<file path="src/rtl/rmrd_pkg.sv">
// Package with the microcode, its field types and the register codes.
`timescale 1ns / 1ps
`default_nettype none
package rmrd_pkg;

  localparam int PC_W = 4;
  typedef logic [PC_W-1:0] pc_t;

  typedef enum logic [2:0] {
    OP_NOP,
    OP_ACCEPT,
    OP_LOADX,
    OP_SQUARE,
    OP_DENOM,
    OP_NUMER,
    OP_DIV,
    OP_SUM_WRITE
  } op_e;

  typedef enum logic [2:0] {
    C_NEVER,
    C_ALWAYS,
    C_NO_VALID,
    C_PLAIN,
    C_DIV_MORE,
    C_OUT_BUSY,
    C_SUM
  } cond_e;

  typedef struct packed {
    op_e   op;
    cond_e cond;
    pc_t   target;
  } uinstr_t;

  typedef struct packed {
    logic in_valid;
    logic restart;
    logic div_more;
    logic out_busy;
  } flags_t;

  localparam pc_t ST_ACCEPT = 4'd0;
  localparam pc_t ST_BRANCH = 4'd1;
  localparam pc_t ST_LOADX  = 4'd2;
  localparam pc_t ST_SQUARE = 4'd3;
  localparam pc_t ST_DENOM  = 4'd4;
  localparam pc_t ST_NUMER  = 4'd5;
  localparam pc_t ST_DIV    = 4'd6;
  localparam pc_t ST_SUM    = 4'd7;
  localparam pc_t ST_WRITE  = 4'd8;
  localparam pc_t ST_RETURN = 4'd9;

  localparam logic [2:0] CFG_ALPHA     = 3'd0;
  localparam logic [2:0] CFG_GAMMA     = 3'd1;
  localparam logic [2:0] CFG_FIXED     = 3'd2;
  localparam logic [2:0] CFG_THRESHOLD = 3'd3;
  localparam logic [2:0] CFG_START     = 3'd4;
  localparam logic [2:0] CFG_TRANSIENT = 3'd5;

  localparam logic [23:0] TRANSIENT_RST = 24'd200000;

  // The division step repeats until the bit counter reaches zero; the sum step
  // only computes the new value, and the write step stalls while the output is held.
  function automatic uinstr_t ucode(input pc_t pc);
    uinstr_t u;
    unique case (pc)
      ST_ACCEPT: u = '{op: OP_ACCEPT,    cond: C_NO_VALID, target: ST_ACCEPT};
      ST_BRANCH: u = '{op: OP_NOP,       cond: C_PLAIN,    target: ST_SQUARE};
      ST_LOADX:  u = '{op: OP_LOADX,     cond: C_ALWAYS,   target: ST_WRITE};
      ST_SQUARE: u = '{op: OP_SQUARE,    cond: C_NEVER,    target: ST_ACCEPT};
      ST_DENOM:  u = '{op: OP_DENOM,     cond: C_NEVER,    target: ST_ACCEPT};
      ST_NUMER:  u = '{op: OP_NUMER,     cond: C_NEVER,    target: ST_ACCEPT};
      ST_DIV:    u = '{op: OP_DIV,       cond: C_DIV_MORE, target: ST_DIV};
      ST_SUM:    u = '{op: OP_LOADX,     cond: C_SUM,      target: ST_WRITE};
      ST_WRITE:  u = '{op: OP_SUM_WRITE, cond: C_OUT_BUSY, target: ST_WRITE};
      ST_RETURN: u = '{op: OP_NOP,       cond: C_ALWAYS,   target: ST_ACCEPT};
      default:   u = '{op: OP_NOP,       cond: C_ALWAYS,   target: ST_ACCEPT};
    endcase
    return u;
  endfunction

endpackage
`default_nettype wire

</file>
<file path="src/rtl/rmrd_seq.sv">
// Microcode sequencer: step counter, control store lookup and jump logic.
`timescale 1ns / 1ps
`default_nettype none
module rmrd_seq import rmrd_pkg::*; (
  input  logic   clk_i,
  input  logic   rst_ni,
  input  flags_t flags_i,
  output op_e    op_o,
  output cond_e  cond_o
);

  pc_t     pc_q, pc_d;
  uinstr_t uins;
  logic    take;

  always_comb begin
    uins = ucode(pc_q);
  end

  always_comb begin
    case (uins.cond)
      C_NEVER:    take = 1'b0;
      C_ALWAYS:   take = 1'b1;
      C_NO_VALID: take = !flags_i.in_valid;
      C_PLAIN:    take = !flags_i.restart;
      C_DIV_MORE: take = flags_i.div_more;
      C_OUT_BUSY: take = flags_i.out_busy;
      C_SUM:      take = 1'b1;
      default:    take = 1'b0;
    endcase
    pc_d = take ? uins.target : pc_t'(pc_q + 1'b1);
  end

  always_ff @(posedge clk_i or negedge rst_ni) begin
    if (!rst_ni) begin
      pc_q <= ST_ACCEPT;
    end else begin
      pc_q <= pc_d;
    end
  end

  assign op_o   = uins.op;
  assign cond_o = uins.cond;

endmodule
`default_nettype wire

</file>
<file path="src/rtl/rulkov_map_reinjection_detector.sv">
// Top level: Rulkov map iterator with reinjection detection and its datapath.
//
// Usage: each beat accepted on the input channel is one tick; restart_i = 1 reloads
// x from the start register and clears the laminar flag and the tick counter.
// Every input beat gives exactly one output beat with x_next_o, offset_o,
// reinjected_o and settled_o. Registers are written through cfg_we_i, cfg_index_i
// and cfg_data_i; indexes beyond the list are ignored. The user must write them
// only while the block is idle; the block itself does not enforce this. A plain
// tick runs the accept, branch, square, denominator and numerator steps, the 32
// steps of the one-bit-per-cycle restoring divider, the sum and the write step;
// a restart runs accept, branch, x load and write. Then the next beat is taken.
// The output register holds a finished result while the receiver stalls; the next
// input beat is still accepted and worked on, and the sequencer waits at its write
// step until the output register is free.
// Reset clears x, the laminar flag, the tick counter and the output valid, and
// loads the register defaults; alpha, gamma and fixed are scaled to FRACTION_BITS.
`timescale 1ns / 1ps
`default_nettype none
module rulkov_map_reinjection_detector import rmrd_pkg::*; #(
  parameter int FRACTION_BITS = 24
) (
  input  logic        clk_i,
  input  logic        rst_ni,
  input  logic        in_valid_i,
  output logic        in_ready_o,
  input  logic        restart_i,
  output logic        out_valid_o,
  input  logic        out_ready_i,
  output logic [31:0] x_next_o,
  output logic [31:0] offset_o,
  output logic        reinjected_o,
  output logic        settled_o,
  input  logic        cfg_we_i,
  input  logic [2:0]  cfg_index_i,
  input  logic [31:0] cfg_data_i
);

  localparam int DW = 65 - FRACTION_BITS;
  localparam int NW = 33 + FRACTION_BITS;

  localparam logic [63:0] ALPHA_MAG = ((64'd48 << FRACTION_BITS) + 64'd5) / 64'd10;
  localparam logic [63:0] GAMMA_MAG =
    ((64'd293141 << FRACTION_BITS) + 64'd50000) / 64'd100000;
  localparam logic [63:0] FIXED_MAG =
    ((64'd176493 << FRACTION_BITS) + 64'd50000) / 64'd100000;
  localparam logic [31:0] ALPHA_RST = ALPHA_MAG[31:0];
  localparam logic [31:0] GAMMA_RST = 32'(64'd0 - GAMMA_MAG);
  localparam logic [31:0] FIXED_RST = 32'(64'd0 - FIXED_MAG);
  localparam logic [DW-1:0] ONE_D = DW'(64'd1 << FRACTION_BITS);

  logic [31:0] alpha_q, gamma_q, fixed_q, start_q;
  logic [30:0] thr_q;
  logic [23:0] trans_q;

  logic [31:0] x_q;
  logic        laminar_q;
  logic [23:0] tick_q;
  logic        restart_q;
  logic        out_valid_q;

  logic [63:0]   prod_q;
  logic [DW-1:0] d_q;
  logic [DW-1:0] rem_q;
  logic [31:0]   numlo_q;
  logic [31:0]   quo_q;
  logic [4:0]    cnt_q;
  logic [31:0]   xn_q;

  op_e    op;
  cond_e  cond;
  flags_t flags;
  logic   out_busy, do_write;

  assign out_busy = out_valid_q && !out_ready_i;
  assign do_write = (op == OP_SUM_WRITE) && !out_busy;

  assign flags.in_valid = in_valid_i;
  assign flags.restart  = restart_q;
  assign flags.div_more = (cnt_q != 5'd0);
  assign flags.out_busy = out_busy;

  rmrd_seq u_seq (
    .clk_i   (clk_i),
    .rst_ni  (rst_ni),
    .flags_i (flags),
    .op_o    (op),
    .cond_o  (cond)
  );

  assign in_ready_o = (op == OP_ACCEPT);

  logic [31:0]   x_mag, a_mag;
  logic [NW-1:0] num;
  logic [DW:0]   trial;
  logic          qbit;
  logic [33:0]   q_signed, sum;
  logic [31:0]   sum_sat;
  logic [32:0]   fp_ext, dx_s, dx1_s, dx, dx1, thr_ext;
  logic [31:0]   off_sat;
  logic          settled, reinj, laminar_d;
  logic [23:0]   tick_inc;

  always_comb begin
    x_mag = x_q[31] ? 32'(-x_q) : x_q;
    a_mag = alpha_q[31] ? 32'(-alpha_q) : alpha_q;
    num   = (NW'(a_mag) << FRACTION_BITS) + NW'(d_q >> 1);
    trial = {rem_q, numlo_q[31]};
    qbit  = (trial >= {1'b0, d_q});

    q_signed = alpha_q[31] ? 34'(-{2'b00, quo_q}) : {2'b00, quo_q};
    sum      = q_signed + {{2{gamma_q[31]}}, gamma_q};
    if (sum[33:31] == 3'b000 || sum[33:31] == 3'b111) begin
      sum_sat = sum[31:0];
    end else begin
      sum_sat = sum[33] ? 32'h8000_0000 : 32'h7fff_ffff;
    end

    fp_ext  = {fixed_q[31], fixed_q};
    dx_s    = {x_q[31], x_q} - fp_ext;
    dx1_s   = {xn_q[31], xn_q} - fp_ext;
    dx      = dx_s[32] ? 33'(-dx_s) : dx_s;
    dx1     = dx1_s[32] ? 33'(-dx1_s) : dx1_s;
    thr_ext = {2'b00, thr_q};
    if (dx1_s[32] == dx1_s[31]) begin
      off_sat = dx1_s[31:0];
    end else begin
      off_sat = dx1_s[32] ? 32'h8000_0000 : 32'h7fff_ffff;
    end

    settled   = !restart_q && (tick_q >= trans_q);
    reinj     = 1'b0;
    laminar_d = laminar_q;
    if (restart_q) begin
      laminar_d = 1'b0;
    end else if (settled) begin
      if (!laminar_q) begin
        if (dx > thr_ext && dx1 <= thr_ext) begin
          laminar_d = 1'b1;
          reinj     = 1'b1;
        end
      end else if (dx1 > thr_ext) begin
        laminar_d = 1'b0;
      end
    end
    tick_inc = (tick_q == 24'hff_ffff) ? tick_q : 24'(tick_q + 1'b1);
  end

  always_ff @(posedge clk_i or negedge rst_ni) begin
    if (!rst_ni) begin
      alpha_q <= ALPHA_RST;
      gamma_q <= GAMMA_RST;
      fixed_q <= FIXED_RST;
      thr_q   <= '0;
      start_q <= '0;
      trans_q <= TRANSIENT_RST;
    end else if (cfg_we_i) begin
      case (cfg_index_i)
        CFG_ALPHA:     alpha_q <= cfg_data_i;
        CFG_GAMMA:     gamma_q <= cfg_data_i;
        CFG_FIXED:     fixed_q <= cfg_data_i;
        CFG_THRESHOLD: thr_q   <= cfg_data_i[30:0];
        CFG_START:     start_q <= cfg_data_i;
        CFG_TRANSIENT: trans_q <= cfg_data_i[23:0];
        default:       ;
      endcase
    end
  end

  always_ff @(posedge clk_i or negedge rst_ni) begin
    if (!rst_ni) begin
      x_q         <= '0;
      laminar_q   <= 1'b0;
      tick_q      <= '0;
      restart_q   <= 1'b0;
      out_valid_q <= 1'b0;
    end else begin
      if (op == OP_ACCEPT && in_valid_i) begin
        restart_q <= restart_i;
      end
      if (do_write) begin
        x_q         <= xn_q;
        laminar_q   <= laminar_d;
        tick_q      <= restart_q ? 24'd0 : tick_inc;
        out_valid_q <= 1'b1;
      end else if (out_ready_i) begin
        out_valid_q <= 1'b0;
      end
    end
  end

  always_ff @(posedge clk_i) begin
    case (op)
      OP_LOADX:  xn_q   <= (cond == C_SUM) ? sum_sat : start_q;
      OP_SQUARE: prod_q <= x_mag * x_mag;
      OP_DENOM:  d_q    <= ONE_D + DW'(prod_q >> FRACTION_BITS);
      OP_NUMER: begin
        rem_q   <= DW'(num >> 32);
        numlo_q <= num[31:0];
        cnt_q   <= 5'd31;
      end
      OP_DIV: begin
        rem_q   <= qbit ? DW'(trial - {1'b0, d_q}) : trial[DW-1:0];
        numlo_q <= {numlo_q[30:0], 1'b0};
        quo_q   <= {quo_q[30:0], qbit};
        cnt_q   <= 5'(cnt_q - 1'b1);
      end
      default: ;
    endcase
    if (do_write) begin
      x_next_o     <= xn_q;
      offset_o     <= off_sat;
      reinjected_o <= reinj;
      settled_o    <= settled;
    end
  end

  assign out_valid_o = out_valid_q;

  a_ready_drops: assert property (@(posedge clk_i) disable iff (!rst_ni)
    (in_valid_i && in_ready_o) |=> !in_ready_o)
    else $error("input accepted twice in a row");

  a_rem_below_divisor: assert property (@(posedge clk_i) disable iff (!rst_ni)
    (op == OP_DIV) |-> (rem_q < d_q))
    else $error("divider partial remainder not below divisor");

  a_reinj_settled: assert property (@(posedge clk_i) disable iff (!rst_ni)
    (out_valid_o && reinjected_o) |-> settled_o)
    else $error("reinjection reported on an unsettled tick");

  a_laminar_entry: assert property (@(posedge clk_i) disable iff (!rst_ni)
    $rose(laminar_q) |-> (out_valid_o && reinjected_o))
    else $error("laminar entry without reinjection result");

endmodule
`default_nettype wire

</file>
<file path="config.mk">
export PLATFORM = sky130hd
export DESIGN_NAME = rulkov_map_reinjection_detector
export DESIGN_NICKNAME = d
export VERILOG_FILES = /design/src/rtl/rmrd_pkg.sv /design/src/rtl/rmrd_seq.sv /design/src/rtl/rulkov_map_reinjection_detector.sv
export SDC_FILE = /design/constraint.sdc
export NUM_CORES = 2
export LEC_CHECK = 0
export BUFFER_PORTS_ARGS = -buffer_cell sky130_fd_sc_hd__buf_2
export CORE_UTILIZATION = 40
export CTS_BUF_LIST = sky130_fd_sc_hd__clkbuf_2
export CTS_CLUSTER_DIAMETER = 120
export CTS_CLUSTER_SIZE = 14
export DETAILED_ROUTE_END_ITERATION = 10
export SLEW_MARGIN = 25
export SYNTH_ARGS = -nofsm -noshare
export SYNTH_HDL_FRONTEND = slang
export SYNTH_SLANG_ARGS = --single-unit
</file>
<file path="constraint.sdc">
create_clock -name clk_i -period 12.5 [get_ports clk_i]
set_input_delay 2.5 -clock clk_i [delete_from_list [all_inputs] [get_ports clk_i]]
set_output_delay 2.5 -clock clk_i [all_outputs]
set_load 0.03 [all_outputs]
</file>
Word-level counts from Yosys, hierarchy flattened:

Memory sizes are Yosys's and may differ from the RTL's.
Index checks and enable logic that the tools add are counted.

* register bits: 559
* ROM bits: 160
* bits of input ports: 41
* output and inout bits: 68
* logic and storage cells: 118
* memories kept: 1

Memories
* (no name shown): depth 16, bits a word 10, read ports 1, clocked after memory_dff 0, wr ports 0, RTL line rmrd_pkg.sv:67 `unique case (pc)`

* add/subtract/negate cells: 14
* multiply operators: 1
* magnitude comparators: 5
* eq/ne operators: 22
* multiplexer cells: 25
* bitwise gates (word level): 1
* reductions and logical operators: 26

Operators with widths (number)
* $mux 32: 7
* $pmux 41 s2: 1
* $gt 33x31->1: 2
* $mux 33: 2
* $neg 33->33: 2
* $sub 32x32->33: 2
* $mul 32x32->64: 1
* $neg 32->32: 2
* $pmux 32 s2: 1
* $add 56x40->57: 1
* $mux 24: 2
* $ge 42x41->1: 1
* $add 25x40->41 const A: 1
* $mux 41: 1
* $sub 41x41->41: 1
* $add 34x34->34: 1
* $mux 34: 1
* $neg 32->34: 1
* $le 33x31->1: 1
* $eq 3x3->1 const B: 10
* $add 24x1->24 const B: 1
* $eq 24x24->1 const B: 1
* $ge 24x24->1: 1
* $eq 3x2->1 const B: 6
* other kinds (19): 44

Depth between registers and ports, before layout:

* word-level depth: 9
* depth in mapped cells: 44
* depth with buffers taken out: 41

Modules after synthesis:

From an unflattened synthesis, not the netlist that was laid out.

* cell total of the unflattened synthesis: 6359
* area, all modules: 62089.5 µm²

Modules (own cells, without submodules)
* rulkov_map_reinjection_detector: times used 1, cells an instance 6310, area each 61635.4 µm², seq. area each 14804.2 µm²
* rmrd_seq: times used 1, cells an instance 49, area each 454.2 µm², seq. area each 100.1 µm²

Least setup slack after synthesis:

Ideal clock, no wire load.

* path kind: reg-to-reg
* start point: reg x_q[0]
* end point: reg prod_q[57] (data pin)
* setup time: 259 ps
* arrival: 10627 ps
* slack: 1615 ps
* stages on the path, launching flop included: 38
* path buffers: 4
* clock period less this slack: 10885 ps
* path through: dfrtp_1 -> clkbuf_1 -> inv_1 -> clkbuf_1 -> clkbuf_1 -> ha_1 -> nand2_1 -> or3_1 -> or3_1 -> nand2b_1 -> o41ai_1 -> xnor2_1 -> clkinv_1 -> clkbuf_1 -> nor2_1 -> fa_1 -> fa_1 -> inv_1 -> [2 not listed] -> inv_1 -> fa_1 -> fa_1 -> fa_1 -> fa_1 -> ha_1 -> a21o_1 -> o21bai_1 -> o32ai_1 -> or3_1 -> o211a_1 -> a211oi_1 -> nor4_1 -> o311ai_0 -> a221oi_1 -> o21bai_1 -> a221o_1 -> xor2_1

* cells in the longest elaborated chain, start to end: 3

Ends and longest elaborated chain
* start, declared: RTL line rulkov_map_reinjection_detector.sv:55 `logic [31:0] x_q;`
* start signal, assigned: RTL line rulkov_map_reinjection_detector.sv:181 `x_q <= xn_q;`
* $neg 32->32: RTL line rulkov_map_reinjection_detector.sv:104 `x_mag = x_q[31] ? 32'(-x_q) : x_q;`
* $mux 32 *: RTL line rulkov_map_reinjection_detector.sv:104
* $mul 32x32->64 *: RTL line rulkov_map_reinjection_detector.sv:194 `OP_SQUARE: prod_q <= x_mag * x_mag;`
* end signal, assigned: RTL line rulkov_map_reinjection_detector.sv:194
* end, declared: RTL line rulkov_map_reinjection_detector.sv:61 `logic [63:0] prod_q;`

Mark *: on every way between the ends. The rest lies on a longest branch, timed or not.
A chain may end at the register's enable or synchronous reset.

Worst setup path in the final report:

* start point: reg x_q[1]
* end point: reg prod_q[57] (data pin)

The elaborated chain is that of the path after synthesis.

==> flow_metrics.py <==
metrics = {
    "status": {
        "outcome": "completed",
    },
    "die": {
        "ios": 109,
        "fp.dieW_um": 396,
        "start_util_pct": 40.3,
        "die_area_um2": 157000,
        "die-height_um": 396,
        "rows": 144,
        "core_um2": 154000,
    },
    "route": {
        "remaining_drc_errors": 0,
        "vias_per_cell": 5.36,
        "drt_pass1_iterations": 6,
        "drtAntennaViolNets": 0,
        "vias": 45917,
        "routedWlPerCell_um": 22.0,
        "top_layer": "met5",
        "drt_iter0_drc": 4070,
        "wl_met3_um": 14900,
        "wl_met2_um": 86000,
        "wl_met1_um": 82300,
        "wirelength_um": 188000,
    },
    "global_routing": {
        "globalRouteOverflowTotal": 0,
        "grt_usage_pct": 24.2,
        "grt_pass1_vias": 46937,
        "antenna_found_initial": 12,
        "grt_pass1_wl_um": 288000,
        "grt_max_degree": 120,
    },
    "yosys": {
        "ys_seq_elements": 535,
        "synth_cell_types": 110,
        "synth_seq_area_share_pct": 24.0,
        "ys_top_cells_by_area": "fa_1, edfxtp_1, ha_1, dfrtp_1, inv_1",
        "ys_async_sr_fraction_pct": 46.0,
        "ys.flop_type": "edfxtp_1",
        "synth_edf_count": 289,
        "netlist_instances": 6401,
        "synth_top_area_share_pct": 26.1,
        "ys_warn_count": 0,
        "synth_top_area_cell": "fa_1",
        "syn-cell-area_um2": 62000,
        "synth_area_per_cell_um2": 9.68,
    },
    "cts": {
        "cts_tree": "yes",
        "clock_latency_ns": 1.38,
        "cts_buffers": 44,
        "clockBufferDepth": 3,
        "root_buffer": "clkbuf_2",
        "clkSinkCount": 535,
        "cts-htree-levels": 2,
        "clk_pin_slew_ns": 0.31,
        "postCtsSetupBuffers": 0,
    },
    "critical_path": {
        "cp.arrival_ns": 12.84,
        "crit_top_cell": "fa_1",
        "startpoint_type": "flop",
        "crit_fanout": 8,
        "crit_family": "adder cells",
        "cp.required_ns": 13.35,
        "critPathMaxStageDelay_ns": 0.55,
        "crit_type": "flop to flop",
        "slowest_stage": "fa_1",
        "path_buf_inv": 7,
        "crit_path_end_kind": "flop",
    },
    "run": {
        "maxCapViolCount": 0,
    },
    "sta": {
        "period_needed_ns": 11.99,
        "skew_ns": 0.346,
        "worst_pin_slew_ns": 1.03,
        "rsz0062_at_grt": "false",
        "hold_viol_final": 0,
        "fin_tns_setup_ns": 0,
        "max_freq_mhz": 83.4,
        "slew-limit-headroom_pct": 31.4,
        "period_share_pct": 95.9,
        "setup_violations": 0,
        "slew_violations": 0,
    },
    "cells_and_area": {
        "fin_nets": 7867,
        "drive_gt1_share_pct": 9.34,
        "synthToLayoutAreaGrowth_pct": 6.36,
        "regArea_um2": 14900,
        "fillers": 15046,
        "multi_input_area_um2": 42300,
    },
    "placed_design": {
        "post-dp-hpwl_um": 149000,
        "portBuffers": 108,
        "gp_congestion": 0.971,
    },
    "min_path": {
        "hold_class": "flop to flop",
    },
}
logic make-up (layout without fill, tap and decap cells):
group	Yosys count	count (layout)	share of synthesized area, %
buf+inv	1367	1462	8.34
other cells	2	28	0.0121
simple gates	1573	1573	11.4
flops	535	535	24.0
compound gates	1010	1010	10.5
fa+ha+maj	1357	1357	37.1
mux	179	179	3.20
xor+xnor	378	378	5.35
Yosys cell counts, drive strengths merged (42+ instances only):
| cell | instances |
|---|---|
| inv | 1164 |
| fa | 807 |
| nand2 | 624 |
| ha | 534 |
| nor2 | 485 |
| edfxtp | 289 |
| a21oi | 278 |
| o21ai | 250 |
| xnor2 | 245 |
| dfrtp | 190 |
| mux2 | 154 |
| clkbuf | 151 |
| a21o | 142 |
| xor2 | 133 |
| nor3 | 67 |
| nand3 | 64 |
| dfstp | 56 |
| nor2b | 49 |
| o21a | 45 |
| nand2b | 43 |
| o31ai | 43 |
| nand4 | 42 |
registers in the layout, indices dropped and copies added, names as in the netlist, 4 cells and up:
| name | cells |
|---|---|
| gamma_q | 32 |
| trans_q | 24 |
| d_q | 41 |
| tick_q | 24 |
| alpha_q | 32 |
| rem_q | 41 |
| thr_q | 31 |
| x_q | 32 |
| numlo_q | 32 |
| offset_o | 32 |
| x_next_o | 32 |
| fixed_q | 32 |
| start_q | 32 |
| prod_q | 40 |
| cnt_q | 5 |
| xn_q | 32 |
| quo_q | 32 |
| u_seq.pc_q | 4 |
metrics by stage:
stage | instance area [um^2] | util, % | hold WS [ns] | std cells | setup WS [ns]
5_1_grt | 65900 | 42.8 | 0.344 | 8565 | 0.0766
2_1_floorplan | 62100 | - | 0.400 | 6424 | 1.61
3_3_place_gp | 65400 | 42.5 | 0.401 | 8482 | 1.03
6_report | 65900 | 42.8 | 0.280 | 8566 | 0.511
4_1_cts | 65900 | 42.8 | 0.260 | 8562 | 0.450
3_5_place_dp | 65500 | 42.5 | 0.405 | 8482 | 0.798
layer usage:
metal  vias to the layer above  track usage, %
li1                      20997               -
met1                     23064            34.0
met2                      1604            38.9
met3                       248            3.72
met4                         4            5.83
met5                         -               0
area by class of cell:
type	instances	area share [%]
Antenna cell	3	0.0114
Clock buffer	75	0.569
Clock inverter	5	0.0569
Inverter	1180	6.73
Multi-Input combinational cell	4522	64.2
Sequential cell	535	22.6
Tap cell	2044	3.88
Timing Repair Buffer	202	1.95
worst reg2reg max path: cells and delay by family (launching register included):
kind	cells	cell delay, ns
AOI/OAI and AO/OA	10	3.09
xor gates and xnor gates	2	0.43
adders and majority gates	10	4.45
buffers and inverters	7	1.37
DFF	1	0.53
and+or+nand+nor	6	1.66
final timing paths:
path,start,endpoint,slack [ns],cells past startpoint
setup / recovery,x_q[1],prod_q[57],0.51,35
max in group asynchronous,rst_ni,u_seq.pc_q[0],9.63,3
hold reg to reg,quo_q[27],quo_q[28],0.28,0
hold / removal,quo_q[27],quo_q[28],0.28,0
setup reg to reg,x_q[1],prod_q[57],0.51,35
min in group asynchronous,rst_ni,thr_q[29],0.99,1
what timing repair did:
action | 4_1_cts | 5_1_grt
resized for setup | 0 | 1
hold endpoints to repair | 0 | 0
endpoints found under the setup margin | 0 | 1
hold buffers | 0 | 0
placed cells by master, fill, tap and decap left out, drive strengths merged, types with 190 or more instances in the layout:
master  count
a21oi     278
buf       202
dfrtp     190
edfxtp    289
fa        807
ha        534
inv      1167
nand2     624
nor2      485
o21ai     250
xnor2     245
Power is not shown: default switching activity piles up to over one toggle a cycle in this logic, so the estimate is an artifact.
